### config.mk
export PLATFORM = sky130hd
export DESIGN_NAME = moving_average_filter_core
export DESIGN_NICKNAME = d
export VERILOG_FILES = /design/src/rtl/core/maf_pkg.sv /design/src/rtl/core/maf_front.sv /design/src/rtl/core/maf_queue.sv /design/src/rtl/core/maf_divider.sv /design/src/rtl/core/moving_average_filter_core.sv
export SDC_FILE = /design/constraint.sdc
export NUM_CORES = 1
export LEC_CHECK = 0
export BUFFER_PORTS_ARGS = -buffer_cell sky130_fd_sc_hd__buf_2
export CAP_MARGIN = 20
export CORE_UTILIZATION = 25
export CTS_CLUSTER_DIAMETER = 200
export DETAILED_ROUTE_END_ITERATION = 12
export PLACE_DENSITY = 0.5
export SETUP_SLACK_MARGIN = 0.15
export SLEW_MARGIN = 20
export SYNTH_ARGS = -nofsm -noshare
export SYNTH_HDL_FRONTEND = slang
export SYNTH_SLANG_ARGS = --single-unit
### constraint.sdc
create_clock -name clk_i -period 11.6 [get_ports clk_i]
set_clock_uncertainty 0.15 [all_clocks]
set_input_delay 0.58 -clock clk_i [delete_from_list [all_inputs] [get_ports clk_i]]
set_output_delay 0.58 -clock clk_i [all_outputs]
set_load 0.01 [all_outputs]
### src/rtl/core/maf_pkg.sv
// ----------------------------------------------------------------------------
// Moving average filter package
// Window size, derived widths and the job word passed from front to back.
// ----------------------------------------------------------------------------
`default_nettype none

package maf_pkg;

  // Number of samples averaged once the ring is full
  localparam int unsigned WINDOW = 16;

  // Sample and average widths
  localparam int unsigned SAMPLE_W = 16;
  localparam int unsigned AVG_W    = 16;

  // Running sum holds up to WINDOW full-scale samples
  localparam int unsigned SUM_W  = $clog2(WINDOW * ((2 ** SAMPLE_W) - 1) + 1);
  // Fill count runs 0 .. WINDOW
  localparam int unsigned CNT_W  = $clog2(WINDOW + 1);
  // Ring slot index
  localparam int unsigned SLOT_W = (WINDOW > 1) ? $clog2(WINDOW) : 1;

  // Job queue between front and divider
  localparam int unsigned Q_DEPTH = 2;
  localparam int unsigned Q_PTR_W = (Q_DEPTH > 1) ? $clog2(Q_DEPTH) : 1;
  localparam int unsigned Q_CNT_W = $clog2(Q_DEPTH + 1);

  // Divider step counter
  localparam int unsigned STEP_W = $clog2(SUM_W);

  // One division job: dividend and divisor
  typedef struct packed {
    logic [SUM_W-1:0] sum;
    logic [CNT_W-1:0] cnt;
  } job_t;

endpackage

`default_nettype wire

### src/rtl/core/maf_front.sv
// ----------------------------------------------------------------------------
// Moving average filter front end
// Takes samples, updates the sample ring, running sum and fill count, and
// issues one division job per sample.
// ----------------------------------------------------------------------------
`default_nettype none

module maf_front
  import maf_pkg::*;
(
  input  wire logic                clk_i,
  input  wire logic                rst_ni,
  input  wire logic [SAMPLE_W-1:0] sample_i,
  input  wire logic                sample_valid_i,
  output logic                     sample_ready_o,
  output job_t                     job_o,
  output logic                     job_valid_o,
  input  wire logic                job_ready_i
);

  typedef enum logic {
    FRONT_IDLE,
    FRONT_PUSH
  } front_state_e;

  front_state_e          state_q;
  logic [SLOT_W-1:0]     slot_q, slot_d;
  logic [CNT_W-1:0]      fill_q, fill_d;
  logic [SUM_W-1:0]      sum_q, sum_d;
  logic [SAMPLE_W-1:0]   sample_q;
  logic [SAMPLE_W-1:0]   evict_q;
  logic [SAMPLE_W-1:0]   evict;
  logic [SAMPLE_W-1:0]   ring_mem [WINDOW];
  logic                  ring_full;
  logic                  take;
  logic                  push;

  assign sample_ready_o = (state_q == FRONT_IDLE);
  assign take           = sample_valid_i && sample_ready_o;
  assign job_valid_o    = (state_q == FRONT_PUSH);
  assign push           = job_valid_o && job_ready_i;

  // Entries beyond the fill count were never written; evict is masked to zero until the ring is full
  assign ring_full = (fill_q == CNT_W'(WINDOW));
  assign evict     = ring_full ? evict_q : '0;

  // Evict the old entry, add the new sample
  assign sum_d  = sum_q - SUM_W'(evict) + SUM_W'(sample_q);
  assign fill_d = ring_full ? fill_q : fill_q + CNT_W'(1);
  assign slot_d = (slot_q == SLOT_W'(WINDOW - 1)) ? '0 : slot_q + SLOT_W'(1);

  assign job_o.sum = sum_d;
  assign job_o.cnt = fill_d;

  // Ring memory: read the slot to evict on accept, write the sample on push
  always_ff @(posedge clk_i) begin
    if (take) begin
      evict_q  <= ring_mem[slot_q];
      sample_q <= sample_i;
    end
    if (push) begin
      ring_mem[slot_q] <= sample_q;
    end
  end

  // Sequence the front and advance the ring state on push
  always_ff @(posedge clk_i or negedge rst_ni) begin
    if (!rst_ni) begin
      state_q <= FRONT_IDLE;
      slot_q  <= '0;
      fill_q  <= '0;
      sum_q   <= '0;
    end else begin
      case (state_q)
        FRONT_IDLE: begin
          if (take) begin
            state_q <= FRONT_PUSH;
          end
        end
        FRONT_PUSH: begin
          if (push) begin
            state_q <= FRONT_IDLE;
            slot_q  <= slot_d;
            fill_q  <= fill_d;
            sum_q   <= sum_d;
          end
        end
        default: begin
          state_q <= FRONT_IDLE;
        end
      endcase
    end
  end

endmodule

`default_nettype wire

### src/rtl/core/maf_queue.sv
// ----------------------------------------------------------------------------
// Moving average filter job queue
// Short FIFO of division jobs between the front end and the divider.
// ----------------------------------------------------------------------------
`default_nettype none

module maf_queue
  import maf_pkg::*;
(
  input  wire logic clk_i,
  input  wire logic rst_ni,
  input  job_t      wr_job_i,
  input  wire logic wr_valid_i,
  output logic      wr_ready_o,
  output job_t      rd_job_o,
  output logic      rd_valid_o,
  input  wire logic rd_ready_i
);

  job_t               slot_mem [Q_DEPTH];
  logic [Q_PTR_W-1:0] wr_ptr_q;
  logic [Q_PTR_W-1:0] rd_ptr_q;
  logic [Q_CNT_W-1:0] count_q;
  logic               wr_en;
  logic               rd_en;

  assign wr_ready_o = (count_q != Q_CNT_W'(Q_DEPTH));
  assign rd_valid_o = (count_q != '0);
  assign wr_en      = wr_valid_i && wr_ready_o;
  assign rd_en      = rd_valid_o && rd_ready_i;
  assign rd_job_o   = slot_mem[rd_ptr_q];

  // Store incoming jobs
  always_ff @(posedge clk_i) begin
    if (wr_en) begin
      slot_mem[wr_ptr_q] <= wr_job_i;
    end
  end

  // Advance pointers and track occupancy
  always_ff @(posedge clk_i or negedge rst_ni) begin
    if (!rst_ni) begin
      wr_ptr_q <= '0;
      rd_ptr_q <= '0;
      count_q  <= '0;
    end else begin
      if (wr_en) begin
        wr_ptr_q <= (wr_ptr_q == Q_PTR_W'(Q_DEPTH - 1)) ? '0 : wr_ptr_q + Q_PTR_W'(1);
      end
      if (rd_en) begin
        rd_ptr_q <= (rd_ptr_q == Q_PTR_W'(Q_DEPTH - 1)) ? '0 : rd_ptr_q + Q_PTR_W'(1);
      end
      case ({wr_en, rd_en})
        2'b10:   count_q <= count_q + Q_CNT_W'(1);
        2'b01:   count_q <= count_q - Q_CNT_W'(1);
        default: count_q <= count_q;
      endcase
    end
  end

endmodule

`default_nettype wire

### src/rtl/core/maf_divider.sv
// ----------------------------------------------------------------------------
// Moving average filter divider
// Restoring divider, one quotient bit per cycle, its final step waiting for a
// free registered result, which holds while the receiver stalls.
// ----------------------------------------------------------------------------
`default_nettype none

module maf_divider
  import maf_pkg::*;
(
  input  wire logic      clk_i,
  input  wire logic      rst_ni,
  input  job_t           job_i,
  input  wire logic      job_valid_i,
  output logic           job_ready_o,
  output logic [AVG_W-1:0] average_o,
  output logic           average_valid_o,
  input  wire logic      average_ready_i
);

  typedef enum logic {
    DIV_IDLE,
    DIV_RUN
  } div_state_e;

  div_state_e         state_q;
  logic [STEP_W-1:0]  step_q;
  logic [SUM_W-1:0]   quo_q, quo_d;
  logic [CNT_W-1:0]   rem_q, rem_d;
  logic [CNT_W-1:0]   div_q;
  logic [CNT_W:0]     trial;
  logic [CNT_W:0]     diff;
  logic               ge;
  logic               last_step;
  logic               out_free;
  logic               step_en;
  logic [AVG_W-1:0]   out_q;
  logic               out_valid_q;

  assign job_ready_o     = (state_q == DIV_IDLE);
  assign average_o       = out_q;
  assign average_valid_o = out_valid_q;

  // One restoring step: shift in the next dividend bit and try a subtract
  assign trial = {rem_q, quo_q[SUM_W-1]};
  assign diff  = trial - {1'b0, div_q};
  assign ge    = (trial >= {1'b0, div_q});
  assign rem_d = ge ? diff[CNT_W-1:0] : trial[CNT_W-1:0];
  assign quo_d = {quo_q[SUM_W-2:0], ge};

  assign last_step = (step_q == STEP_W'(SUM_W - 1));
  assign out_free  = !out_valid_q || average_ready_i;
  // Hold the final step until the result register can take it
  assign step_en   = (state_q == DIV_RUN) && (!last_step || out_free);

  // Datapath registers
  always_ff @(posedge clk_i) begin
    if (job_valid_i && job_ready_o) begin
      quo_q <= job_i.sum;
      rem_q <= '0;
      div_q <= job_i.cnt;
    end else if (step_en) begin
      quo_q <= quo_d;
      rem_q <= rem_d;
    end
    if (step_en && last_step) begin
      out_q <= quo_d[AVG_W-1:0];
    end
  end

  // Sequence the divider and the result handshake
  always_ff @(posedge clk_i or negedge rst_ni) begin
    if (!rst_ni) begin
      state_q     <= DIV_IDLE;
      step_q      <= '0;
      out_valid_q <= 1'b0;
    end else begin
      // Raise valid on the final step, drop it once the word is taken
      if (step_en && last_step) begin
        out_valid_q <= 1'b1;
      end else if (average_valid_o && average_ready_i) begin
        out_valid_q <= 1'b0;
      end
      case (state_q)
        DIV_IDLE: begin
          if (job_valid_i) begin
            state_q <= DIV_RUN;
            step_q  <= '0;
          end
        end
        DIV_RUN: begin
          if (step_en) begin
            if (last_step) begin
              state_q <= DIV_IDLE;
            end else begin
              step_q <= step_q + STEP_W'(1);
            end
          end
        end
        default: begin
          state_q <= DIV_IDLE;
        end
      endcase
    end
  end

endmodule

`default_nettype wire

### src/rtl/core/moving_average_filter_core.sv
// ----------------------------------------------------------------------------
// Moving average filter core
// Sliding-window mean of an unsigned sample stream.
// ----------------------------------------------------------------------------
// Usage:
//   Samples enter on the sample channel (sample_i, valid/ready); each one
//   yields exactly one average on the average channel, in order. The average
//   is the running sum of the last WINDOW samples divided by the number of
//   samples held, truncated, so during warm-up it divides by fewer.
//   The front end reads the ring slot on accept, then updates the sum and
//   pushes the job; a 2-entry job queue follows; the restoring divider
//   loads the job, then steps through the dividend, one quotient bit each
//   step. The front end keeps taking samples while the divider works,
//   until the queue fills, so the divider sets the sustained rate.
//   Reset clears the running sum, slot and fill count; the ring memory needs
//   no clearing pass since the fill count masks entries never written.
//   When the receiver stalls the average holds in its output register, the
//   divider waits on its last step, the queue fills and then sample_ready_o
//   drops; nothing is lost.
// ----------------------------------------------------------------------------
`default_nettype none

module moving_average_filter_core
  import maf_pkg::*;
(
  input  wire logic                clk_i,
  input  wire logic                rst_ni,
  input  wire logic [SAMPLE_W-1:0] sample_i,
  input  wire logic                sample_valid_i,
  output logic                     sample_ready_o,
  output logic [AVG_W-1:0]         average_o,
  output logic                     average_valid_o,
  input  wire logic                average_ready_i
);

  job_t front_job;
  logic front_valid;
  logic front_ready;
  job_t back_job;
  logic back_valid;
  logic back_ready;

  // Accept samples and build division jobs
  maf_front u_front (
    .clk_i          (clk_i),
    .rst_ni         (rst_ni),
    .sample_i       (sample_i),
    .sample_valid_i (sample_valid_i),
    .sample_ready_o (sample_ready_o),
    .job_o          (front_job),
    .job_valid_o    (front_valid),
    .job_ready_i    (front_ready)
  );

  // Decouple front and divider
  maf_queue u_queue (
    .clk_i      (clk_i),
    .rst_ni     (rst_ni),
    .wr_job_i   (front_job),
    .wr_valid_i (front_valid),
    .wr_ready_o (front_ready),
    .rd_job_o   (back_job),
    .rd_valid_o (back_valid),
    .rd_ready_i (back_ready)
  );

  // Divide and deliver averages
  maf_divider u_divider (
    .clk_i           (clk_i),
    .rst_ni          (rst_ni),
    .job_i           (back_job),
    .job_valid_i     (back_valid),
    .job_ready_o     (back_ready),
    .average_o       (average_o),
    .average_valid_o (average_valid_o),
    .average_ready_i (average_ready_i)
  );

endmodule

`default_nettype wire

==> results.txt, run 1 <==
* Status: finished clean
- Post-Synthesis Net Count: 1087
- Parity-gate share of the synthesized area counting xor and xnor cells: 0.0173
- The number of antenna diodes in the final layout is 0.
- First-pass detailed-route iteration total: 7
- The worst setup path is of the reg -> reg kind.
* Commonest cells post-synth: 379 x edfxtp_1, 87 x inv_1, 80 x mux4_2
* CTS max path bufs: 3
- Summed over all layers, the global routing overflow is 0.
* # setup viols final: 0
- Share of the synthesized area in compound gates (AO/OA/AOI/OAI): 0.0394
- Number of I/O port buffers: 37
- Mapped Area: between 0.015 and 0.02 sq mm
* Largest net degree at the start of global routing: 70
- Counting flops with a built-in enable in the synthesized netlist gives 379.
- Via count: roughly 8700
* Setup slack at placement: roughly 7300 ps
- Switching power summed over all nets: between 1.5 and 2 mW
- STA classifies the critical path endpoint as a flop.
- Largest family of logic cells by synthesized area: multiplexers
- Die outline width: around 270 um
* Adder-cell share of the synthesized area: 0.0426
* Gate power share: 0.340
- Worst slew slack as a fraction of its limit: 0.284
- The number of global-route vias before repair is 9088.
- Measured against the total synthesized area, the mux share comes to 0.122.
* Ratio of cells with drive above 1 in the final layout: 0.209
- Top cells by area in the synthesized netlist: edfxtp_1 64%, mux4_2 10%, dfrtp_1 5.8%
* Post-DP HPWL: between 20000 and 25000 um
* Core Region: about 0.07 sq mm
* Vert. Die Dim: approximately 270 um
* Detailed-route wire length: 36700 um
- Of the total power, the clock network draws 0.238.
* Pwr per Cell Area: approximately 280 mW/mm^2
- Sum of negative setup slack: 0 ps
* Die area: 0.0718 sq mm
- Routed vias/inst: 4.17
- Wire length of the first global-routing pass: 56000 um
* CTS tree: built
- Counting every sink on the clock net gives 425.
- Number of H-tree levels: 2
- For the pin with the worst max-slew slack, the measured transition is about 1100 ps.
* CP Launch Type: flop
- Counting distinct cell types in the post-synthesis netlist gives 58.
* Worst Slack Setup Final: about 7600 ps
- Clock latency of the later-clocked register in the worst-skew pair: 590 ps
* Post-synth top area cell: edfxtp_1
- The total count of max-transition violations in the final report came to 0.
- Max-cap violations in this run came to 0.
* CTS-repair resized insts: 0
- Number of DRC markers after the initial detailed-route iteration: around 580
- After synthesis, the share of flip-flops with an asynchronous set or reset is 0.0965.
* Site Rows: 97
- For this configuration, the core starts out at a cell density of 0.252.
* Boundary Pins: 38
* Layout-stage area growth over the synthesis result: 16.6%
- Post-synthesis register bit count: between 400 and 500
* VDD IR max: ~0.11 mV
- Sequential group share of total power: 0.423
- Detailed-route wire length per cell: between 15 and 20 um
- Syn. warnings: 0
- For this run, the leading register cell type out of synthesis is edfxtp_1.
- Timing would allow up to ~250 MHz.
- Cell internal power was estimated by the tool at ~3.8 mW.
- Cells after synthesis: just over 1000
- STA puts the critical path data arrival time at ~4200 ps.
* Drc violations: 0
* Req. time, crit path: around 12000 ps
* Routability congestion estimate: 0.751
- On the worst path, the slowest cell contributes a delay of 520 ps.
- The largest individual stage delay along the critical path comes from the cell nor3_4.
- After clock tree synthesis, the clock-pin slew on the worst setup and hold paths is roughly 60 ps.
* Cell-by-cell trace of the critical path: inv_1, ha_1, nand2_1, nor3_4, and2_1, fa_1, inv_1, ha_1, a211oi_2, o31ai_2, o221a_2, o211ai_1, a21oi_2, xnor2_1, xnor2_1
* Fraction of synthesized cell area taken by the top area cell type: 0.644
* Remaining number of nets flagged by the antenna check after routing: 0
- Hold/Removal Path Class: in -> reg
- Root buffer cell: clkbuf_16
- Net Sw Frac: 0.336
- Setup repair after global routing left no endpoint under its margin.
* Part of the Yosys area used for sequential elements: 0.708
- The routed design could run at a clock period as short as 4020 ps.
- Lkg Pwr: 7.23 nW
* Maximum fanout along the worst path: 19
- Count of nets after finishing: between 1000 and 1500
* Part of the cycle the worst path needs: 0.347
- The number of antenna violations at the first check in global routing was 0.
- Averaged over all synthesized cells, the footprint is 17.4 sq um.
- Of the total synthesized cell area, the portion taken by AND, OR, NAND and NOR gates is 0.0429.
- Among all cell types in the netlist, the one instantiated most often is edfxtp_1.
* Global router's overall resource usage: 0.105
- Total CTS buffers: 46
- The final hold violation count was 0.
stage by stage:
| step | instance area, sq um | std cells | power (mW) | util | hold WS, ps |
|---|---|---|---|---|---|
| 3_5_place_dp | 19100 | 1983 | 4.43 | 0.273 | 298 |
| 5_1_grt | 20600 | 2081 | 6.09 | 0.294 | 12.4 |
| 3_3_place_gp | 19100 | 1983 | 4.39 | 0.273 | 289 |
| 6_report | 20600 | 2081 | 5.72 | 0.294 | 44.1 |
| 2_1_floorplan | 17700 | 1017 | 3.85 | - | 134 |
| 4_1_cts | 20600 | 2081 | 5.82 | 0.294 | 6.23 |
final cells by class:
cell class / count / area, sq um
clock buffer: 59 / 1200
clock inverter: 27 / 188
fill: 6947 / 49400
inverter: 88 / 330
multi-input combinational: 466 / 4700
sequential: 425 / 12500
tap: 940 / 1180
timing repair buffer: 76 / 508
registers in the layout, summed over array words and instances (netlist names):
name / flops
u_divider.average_o: 16
u_divider.average_valid_o: 1
u_divider.div_q: 5
u_divider.quo_q: 20
u_divider.rem_q: 5
u_divider.state_q: 1
u_divider.step_q: 5
u_front.evict_q: 16
u_front.fill_q: 5
u_front.job_valid_o: 1
u_front.ring_mem: 256
u_front.sample_q: 16
u_front.slot_q: 4
u_front.sum_q: 20
u_queue.count_q: 2
u_queue.rd_ptr_q: 1
u_queue.slot_mem: 50
u_queue.wr_ptr_q: 1
critical path: cells and delay by family (launching register included):
kind | cells | cell delay [ps]
xor+xnor | 2 | 250
compound gates | 5 | 1090
fa+ha+maj | 3 | 800
simple gates | 3 | 840
buf+inv | 2 | 190
flops | 1 | 420
cell usage in the layout (no fill, tap or decap), types with 4 or more instances in the layout:
cell type	instances
a21oi_1	17
dfxtp_1	5
nand3_1	16
o21ai_1	7
edfxtp_1	379
clkinv_2	6
and3_1	7
dfrtp_1	39
mux2i_1	22
nor2_1	24
buf_4	27
nand2_1	69
fa_1	17
dlygate4sd3_1	12
buf_2	37
clkbuf_1	13
clkinv_1	16
xnor2_1	21
a21o_1	5
a21oi_2	4
nor2b_1	4
and2_1	29
inv_1	87
clkbuf_16	46
mux2_2	10
mux4_2	80
xor2_1	14
o21ai_0	43
ha_1	33
metal layers:
metal  share of wire  wire length (um)  vias to the layer above  track usage
li1                -                 -                     4023            -
met1            0.47             17100                     4456        0.141
met2            0.47             17400                      145        0.169
met3           0.041              1510                       45       0.0227
met4           0.018               658                        0       0.0323
met5               0                 0                        -            0
cell families (layout without fill, tap and decap cells):
kind of cell    Yosys count  count (layout)
mux                     113             113
simple gates            162             162
compound gates          106             106
fa+ha+maj                50              50
xor+xnor                 35              35
flops                   425             425
buf+inv                 126             250
power groups by stage:
stage / combinational [mW] / clock [mW] / sequential, mW
2_1_floorplan: 1.51 / 0 / 2.34
3_3_place_gp: 1.95 / 0 / 2.44
3_5_place_dp: 1.98 / 0 / 2.45
4_1_cts: 1.98 / 1.41 / 2.42
5_1_grt: 2.16 / 1.46 / 2.46
6_report: 1.94 / 1.36 / 2.41
path summary, 6_finish.rpt:
kind / from / end / slack [ps] / depth (start not counted)
setup / recovery: u_front.fill_q[0] / u_queue.slot_mem[0][24] / 7580 / 15
hold / removal: sample_i[5] / u_front.sample_q[5] / 40 / 1
setup reg to reg: u_front.fill_q[0] / u_queue.slot_mem[0][24] / 7580 / 15
hold reg to reg: u_divider.quo_q[9] / u_divider.average_o[10] / 300 / 0
max in group asynchronous: rst_ni / u_front.slot_q[0] / 10350 / 3
min in group asynchronous: rst_ni / u_front.job_valid_o / 490 / 3
timing repair:
action / 4_1_cts / 5_1_grt
hold buffers: 12 / 0
hold endpoints to repair: 52 / 0
buffers inserted: 0 / 0
No activity file was read; power rests on OpenSTA's default activity.
==> inputs of run 2 (changes only) <==
clock period = 4.2 ns   (was 11.6 ns; I/O delays follow)
==> run 2 against run 1 <==
Hold slack got worse by 29 ps. Setup slack worse by 7100 ps. Sequential cell count is the same. Register-to-register slack got worse by 7100 ps. Combinational power rose to 2.7 times the previous value. Utilization grew 0.36 points. Total power increased to 2.8 times the previous value. Maximum frequency increased by 6.7%. Die area is the same. Sequential power increased to 2.8 times the previous value. Critical endpoint is now u_front.sum_q[18].
==> results.txt, run 2 (synthesis gave the netlist of run 1 again) <==
* Nature of the critical path endpoint: flop
- The layout has roughly 7000 filler cells.
- Final Hold Vio Count: 0
- Total Power: 16.2 mW
- The worst setup path is launched from a flop.
* Worst Reg2Reg Path Length in Cells: 16
- In this run the power density over the cells is between 700 and 800 mW/mm^2.
- Internal reg-to-reg setup slack: about 430 ps
* Worst slew slack as a fraction of its limit: 0.253
* Antenna Cells: 0
- Setup repair after global routing left no endpoint under its margin.
* Drc violations: 0
- Clock Sinks: 425
- Root buffer cell: clkbuf_16
- Remaining number of nets flagged by the antenna check after routing: 0
- Number of violations of the max-capacitance limit: 0
- In this run the critical register-to-register path is captured at u_front.sum_q[18].
- In this run the vertical extent of the chip is around 270 um.
* Maximum fanout along the worst path: 19
- Clock latency of the later-clocked register in the worst-skew pair: ~600 ps
- Of the total power, combinational logic draws 0.329.
* Switching power summed over all nets: approximately 5.4 mW
* Sequential group share of total power: 0.421
- Placed instance area: 0.0191 sq mm
- Setup violations remaining at the end of the flow were counted as 0.
- The worst hold path terminates at u_front.sample_q[12].
- Layout-stage area growth over the synthesis result: 18.0%
* Part of the cycle the worst path needs: 0.897
- Wire segments on met2 add up to 17000 um in the final route.
- Final critical delay including setup and external delays: roughly 3800 ps
- After clock tree synthesis, the clock-pin slew on the worst setup and hold paths is ~60 ps.
* VDD IR max: between 0.3 and 0.4 mV
* Number of H-tree levels: 2
* Die outline width: about 270 um
- Min-delay src: sample_valid_i
- Count of cells along the worst hold path: 2
* Status: finished clean
- Detailed placement ended at an HPWL of 22900 um.
- Final Max Tran Viols: 0
* Top routing layer in use: met4
- Number of buffer and inverter instances along the worst setup path: 3
- Number of DRC markers after the initial detailed-route iteration: between 600 and 700
* Total CTS buffers: 47
* Number of flip-flops under the largest register name: around 260
* Detailed-route wire length: between 30000 and 40000 um
- The first global-routing pass estimated 56300 um of wire.
* Boundary Pins: 38
- Dividing the detail-routed wire length by the instance count gives 17.4 um.
* Sum of negative setup slack: 0 ps
* Most common cell after layout, fill and taps aside: edfxtp_1
* Global router's overall resource usage: 0.104
- Hold/Removal Path Class: in -> reg
* Commonest non-fill, non-tap cells in the layout: 379 x edfxtp_1, 87 x inv_1, 80 x mux4_2
- Core Region: 0.0700 sq mm
* CTS tree: built
- After the last flow step, the layout net total stands at roughly 1200.
- Registers take 0.0125 sq mm.
- Area of combinational cells with multiple inputs: about 0.0047 sq mm
* Starting Density: 0.252
- Via count: 8701
* Sum of met3 wire segment lengths after detailed routing: roughly 1500 um
- The number of global-route vias before repair is between 9000 and 10000.
- Cell internal power was estimated by the tool at about 11 mW.
- At the worst endpoint, the required time is around 4500 ps.
- For this run, the share of the core covered by cells in the final layout is 0.298.
- Overflow after GRT: 0
- Worst hold slack: 15.1 ps
- Counting flops per register, the top entry is u_front.ring_mem.
- R2R Path Start: u_front.fill_q[0]
- Family of cells with the greatest summed delay on the critical path: adder cells
- Cell-by-cell trace of the critical path: inv_1, ha_1, nand2_1, nor3_4, buf_12, and2_1, fa_1, inv_1, fa_1, a21oi_2, o21ai_2, a211oi_2, o31ai_2, a221oi_2, xnor2_1, mux2_4
* Highest clock frequency the design can meet: 265 MHz
- Setup slack at placement: 314 ps
- M1 wire length: between 15000 and 20000 um
* Number of I/O port buffers: 37
- The floorplan step defined a die boundary enclosing 0.0718 sq mm.
- Of the total power, the share spent switching nets is 0.333.
- Routability congestion estimate: between 0.7 and 0.8
- Lkg Pwr: 7.35 nW
- The number of placed instances, taps included, is 1987.
- Part of the total power dissipated in the clock network: 0.250
* Largest registers: u_front.ring_mem (256), u_queue.slot_mem (50)
- Entering global routing, the biggest net connects between 40 and 50 pins.
- Data on the critical path arrives at its endpoint at 4080 ps.
- Worst Tran Pin Value: around 1100 ps
- The initialized floorplan defines between 90 and 100 standard-cell rows.
- Setup slack on the critical path of the routed design comes to 433 ps.
- In the routed layout, each cell is associated on average with a via count of ~4.2.
- Post-Layout Inst Area: 0.0209 sq mm
* Worst stage delay on the critical path: roughly 480 ps
* CTS max path bufs: 3
* Critical path's slowest cell: fa_1
- First-pass detailed-route iteration total: 5
* Initial antenna violation count: 0
- Ratio of cells with drive above 1 in the final layout: 0.218
* Category of the critical setup timing path: reg -> reg
* Final non-filler cell total: around 2100
run 2: cell count changes in the layout (fill, tap and decap cells not counted), sizes merged:
cell | before | now
buf | 64 | 70
dlygate4sd3 | 12 | 19
bufinv | 1 | 4
clkbuf | 59 | 62
clkinv | 25 | 17
run 2: cell type report:
class                           count  area share
Multi-Input combinational cell    466       0.226
Sequential cell                   425       0.600
Inverter                           88      0.0158
Clock buffer                       62      0.0600
Clock inverter                     22      0.0121
Timing Repair Buffer               89      0.0305
Tap cell                          940      0.0564
run 2: power groups by stage:
stage | logic, mW | registers [mW] | clock network [mW]
2_1_floorplan | 4.17 | 6.45 | 0
3_3_place_gp | 5.29 | 6.89 | 0
3_5_place_dp | 5.35 | 6.92 | 0
4_1_cts | 5.38 | 6.84 | 4.17
5_1_grt | 5.94 | 6.95 | 4.34
6_report | 5.31 | 6.81 | 4.05
run 2: routing by layer:
| metal | GRT usage | vias to the layer above |
|---|---|---|
| met3 | 0.0202 | 58 |
| li1 | - | 4041 |
| met2 | 0.167 | 142 |
| met1 | 0.142 | 4460 |
| met4 | 0.0331 | 0 |
| met5 | 0 | - |
run 2: worst max path at each step:
stage	from	endpoint	cells past startpoint	slack [ps]
4_1_cts	u_front.fill_q[0]	u_queue.slot_mem[0][24]	16	300
5_1_grt	u_front.fill_q[0]	u_queue.slot_mem[1][24]	16	160
3_5_place_dp	u_front.fill_q[0]	u_queue.slot_mem[1][24]	16	310
6_report	u_front.fill_q[0]	u_front.sum_q[18]	16	430
3_3_place_gp	u_front.fill_q[0]	u_queue.slot_mem[0][24]	16	370
2_1_floorplan	u_front.fill_q[0]	u_queue.slot_mem[0][24]	16	330
run 2: timing repair:
item	4_1_cts	5_1_grt
setup buffers	0	2
hold endpoints to repair	58	0
resized for setup	0	2
hold buffers	19	0
endpoints found under the setup margin	0	4
